==> src/rtl/core/jtl_ram.sv <==
// Generic single-write, single-read RAM with registered, read-first output.
// No dependencies.

module jtl_ram #(
   parameter int WIDTH  = 32,
   parameter int DEPTH  = 8,
   parameter int ADDR_W = (DEPTH > 1) ? $clog2(DEPTH) : 1
) (
   input  logic              clock,
   input  logic              wr_en,
   input  logic [ADDR_W-1:0] wr_addr,
   input  logic [WIDTH-1:0]  wr_data,
   input  logic              rd_en,
   input  logic [ADDR_W-1:0] rd_addr,
   output logic [WIDTH-1:0]  rd_data
);

   logic [WIDTH-1:0] mem_ff [DEPTH];

   always_ff @(posedge clock) begin
      if (rd_en) begin
         rd_data <= mem_ff[rd_addr];
      end
      if (wr_en) begin
         mem_ff[wr_addr] <= wr_data;
      end
   end

endmodule

==> config.mk <==
export PLATFORM = sky130hd
export DESIGN_NAME = jtl_ram
export DESIGN_NICKNAME = d
export VERILOG_FILES = /design/src/rtl/core/jtl_ram.sv
export SDC_FILE = /design/constraint.sdc
export NUM_CORES = 1
export LEC_CHECK = 0
export BUFFER_PORTS_ARGS = -buffer_cell sky130_fd_sc_hd__buf_2
export CORE_MARGIN = 10
export CORE_UTILIZATION = 59
export DETAILED_ROUTE_END_ITERATION = 6
export PLACE_DENSITY_LB_ADDON = 0.05
export SYNTH_ARGS = -nofsm -noshare
export SYNTH_HDL_FRONTEND = slang
export SYNTH_SLANG_ARGS = --single-unit
==> constraint.sdc <==
create_clock -name clock -period 5.2 [get_ports clock]
set_input_delay 1.3 -clock clock [delete_from_list [all_inputs] [get_ports clock]]
set_output_delay 1.3 -clock clock [all_outputs]
set_load 0.02 [all_outputs]
==> results.md <==
* Library cells used by synthesis at 12
* H-tree Lvls at 1
* Slew margin rel. at 0.3113
* Clock power frac at 0.392
* Leak Pwr at between 4 and 5 nW
* Pin count of the biggest net entering global routing at 48
* Post-synthesis cell area at ~11,000 µm²
* Initial Util at 0.6005
* Routed via count at 4,512
* Reg power frac at 0.555
* Post-synthesis sequential area ratio at 0.8018
* Die area at between 20,000 and 25,000 µm²
* CTS max path bufs at 3
* TritonCTS Buffers at 28
* Global route overflow at 0
* Post-Syn Instances at a little over 400
* CTS tree: yes
* # IOs at between 70 and 80
* Setup repair after global routing missed its margin: false
* Hold WC Path Type: reg -> reg
* Slowest stage cell, crit path: mux4_1
* DRT antenna net count at 0
* Wire length per cell at roughly 25 µm
* Number of max-cap violations at 0
* Mean Syn Cell Area at 25.99 µm²
* Worst EP arrival at roughly 3 ns
* Net Sw Frac at 0.1958
* CTS root buffer: clkbuf_16
* Core Region at 17,960 µm²
* Ys Warns at 0
* # fillers at 1,105
* Worst-Margin Slew at 1.033 ns
* Crit end category: flip-flop
* Placed Cells at 711
* Synth top area share at 0.8018
* RePlAce Congestion at 0.6834
* Commonest cells after routing, fill and taps aside: 288 x edfxtp_1, 71 x buf_2, 40 x mux4_1
* Syn_nets at 456
* Vias in the first global route at around 4,800
* Die Ht at between 150 and 200 µm
* Rows at between 40 and 50
* Crit-path cells: buf_4 -> buf_4 -> mux4_1 -> mux2_2
* Crit path top cell by count: buf_4
* CTS Hold Bufs at 0
* Drt first pass iters at 4
* Synth-to-Final Area Change at 14.29%
* Pwr dens at around 390 nW/µm²
* Worst-path clk slew at approximately 0.06 ns
* Gate power share at 0.053
* Crit path time final at about 2.8 ns
* Final Hold Fails at 0
* Int Pwr at 0.003872 W
* Worst setup SP type: primary input
* Period utilization at 0.5368
* Max Clk Rate at around 0.36 GHz
* IO Port Bufs at just over 70
* CTS sink cnt at about 290
* CP bufs+invs at 2
* Post-CTS Setup Inserts at 0
* Gr usage total at 0.1564
* Post-Layout Cell Count at ~760
* WP depth at 4
* Fin Clk Skew at around 0.011 ns
* Reg2reg path depth at 2
* Post-DP HPWL at between 10 and 15 mm
* Antenna cells at 0
* Clock Latency Late Sink at ~0.52 ns
* Synth top area cells: edfxtp_1 80%, mux4_1 9.7%, mux4_2 5.0%
* Total Nets Final at between 500 and 600
* Crit-path leading delay family: multiplexers
* Crit-path max FO at 31
* Post-CTS resize count at 0
* Crit path required time at between 5 and 6 ns
* Via density at between 5 and 6
* Commonest non-fill, non-tap cell in the layout: edfxtp_1
* Crit-path max cell delay at around 0.60 ns
* DRT iter0 DRCs at ~280
* Kind of critical path: in -> reg
* Hold Path Stages at 2
* Setup TNS at 0 ns
* # DRC at 0
* Biggest area consumer among synthesized cells: edfxtp_1
* Maximum VDD drop at between 0.0003 and 0.0004 V
* First-pass GRT wire length at approximately 29 mm
* Initial antenna violation count at 0
* #FFs+latches synth at 288
* Status: complete, no violations
* Setup violations, final at 0
* Final Max Slew Viols at 0
* Die W at ~160 µm
* Psw at approximately 0.00094 W
* Layout cells sized above 1 at 0.3534
* WL final at ~19 mm
worst min-delay path: stages, from the launching register on:
cell and delay [ns]:
edfxtp_1 0.31, mux4_1 0.20, mux2_2 0.14
cell type report:
| cell class | count | area (µm²) | area share |
|---|---|---|---|
| well taps | 229 | 286.5 | 0.02324 |
| clock buffers | 34 | 744.5 | 0.06039 |
| repair buffers | 85 | 460.4 | 0.03735 |
| multi-input cells | 109 | 2066 | 0.1676 |
| clock inverters | 16 | 122.6 | 0.009946 |
| flip-flops and latches | 288 | 8648 | 0.7015 |
flip-flops by register name, indices dropped and copies added, names as in the netlist:
register / count
mem_ff: 256
rd_data: 32
per-layer routing:
| layer | share of wire | up-vias | track usage |
|---|---|---|---|
| li1 | - | 2014 | - |
| met1 | 0.43 | 2364 | 0.2149 |
| met2 | 0.50 | 113 | 0.2556 |
| met3 | 0.058 | 21 | 0.03226 |
| met4 | 0.012 | 0 | 0.03431 |
| met5 | 0 | - | 0 |
logic make-up after synthesis:
logic type             synth area share
flip-flops                       0.8018
buffers and inverters           0.01183
multiplexers                     0.1810
AND/OR/NAND/NOR                0.005452
power by group through the flow:
stage | clock [W] | combinational (W) | sequential, W
floorplan | 0 | 0.000133 | 0.00274
global placement | 0 | 0.000254 | 0.00272
detailed placement | 0 | 0.000262 | 0.00272
CTS | 0.00193 | 0.000262 | 0.00267
global route | 0.00203 | 0.000277 | 0.00268
finish | 0.00189 | 0.000256 | 0.00267
metrics by stage:
stage	cell area (µm²)	util	setup WS [ns]	hold slack [ns]	power [W]
after floorplan	10790	-	1.053	0.7162	0.002877
after global placement	11460	0.6380	1.830	0.7239	0.002972
after detailed placement	11460	0.6380	1.824	0.7379	0.002983
after CTS	12330	0.6863	2.383	0.7492	0.004865
after global routing	12330	0.6863	2.304	0.7567	0.004988
final	12330	0.6863	2.408	0.7454	0.004815
final timing paths:
check / from / endpoint / slack, ns
hold / removal: mem_ff[2][11] / rd_data[11] / 0.75
hold reg to reg: mem_ff[2][11] / rd_data[11] / 0.75
setup / recovery: rd_addr[0] / rd_data[12] / 2.41
setup reg to reg: mem_ff[4][2] / rd_data[2] / 3.77
synth_stat cells, drive strengths merged:
| master | n |
|---|---|
| nand2b | 3 |
| edfxtp | 288 |
| buf | 17 |
| mux4 | 64 |
| clkbuf | 1 |
| nor2 | 6 |
| nand2 | 2 |
| mux2 | 32 |
| nor3 | 2 |
Note: power is estimated with default switching activity, not from simulation.
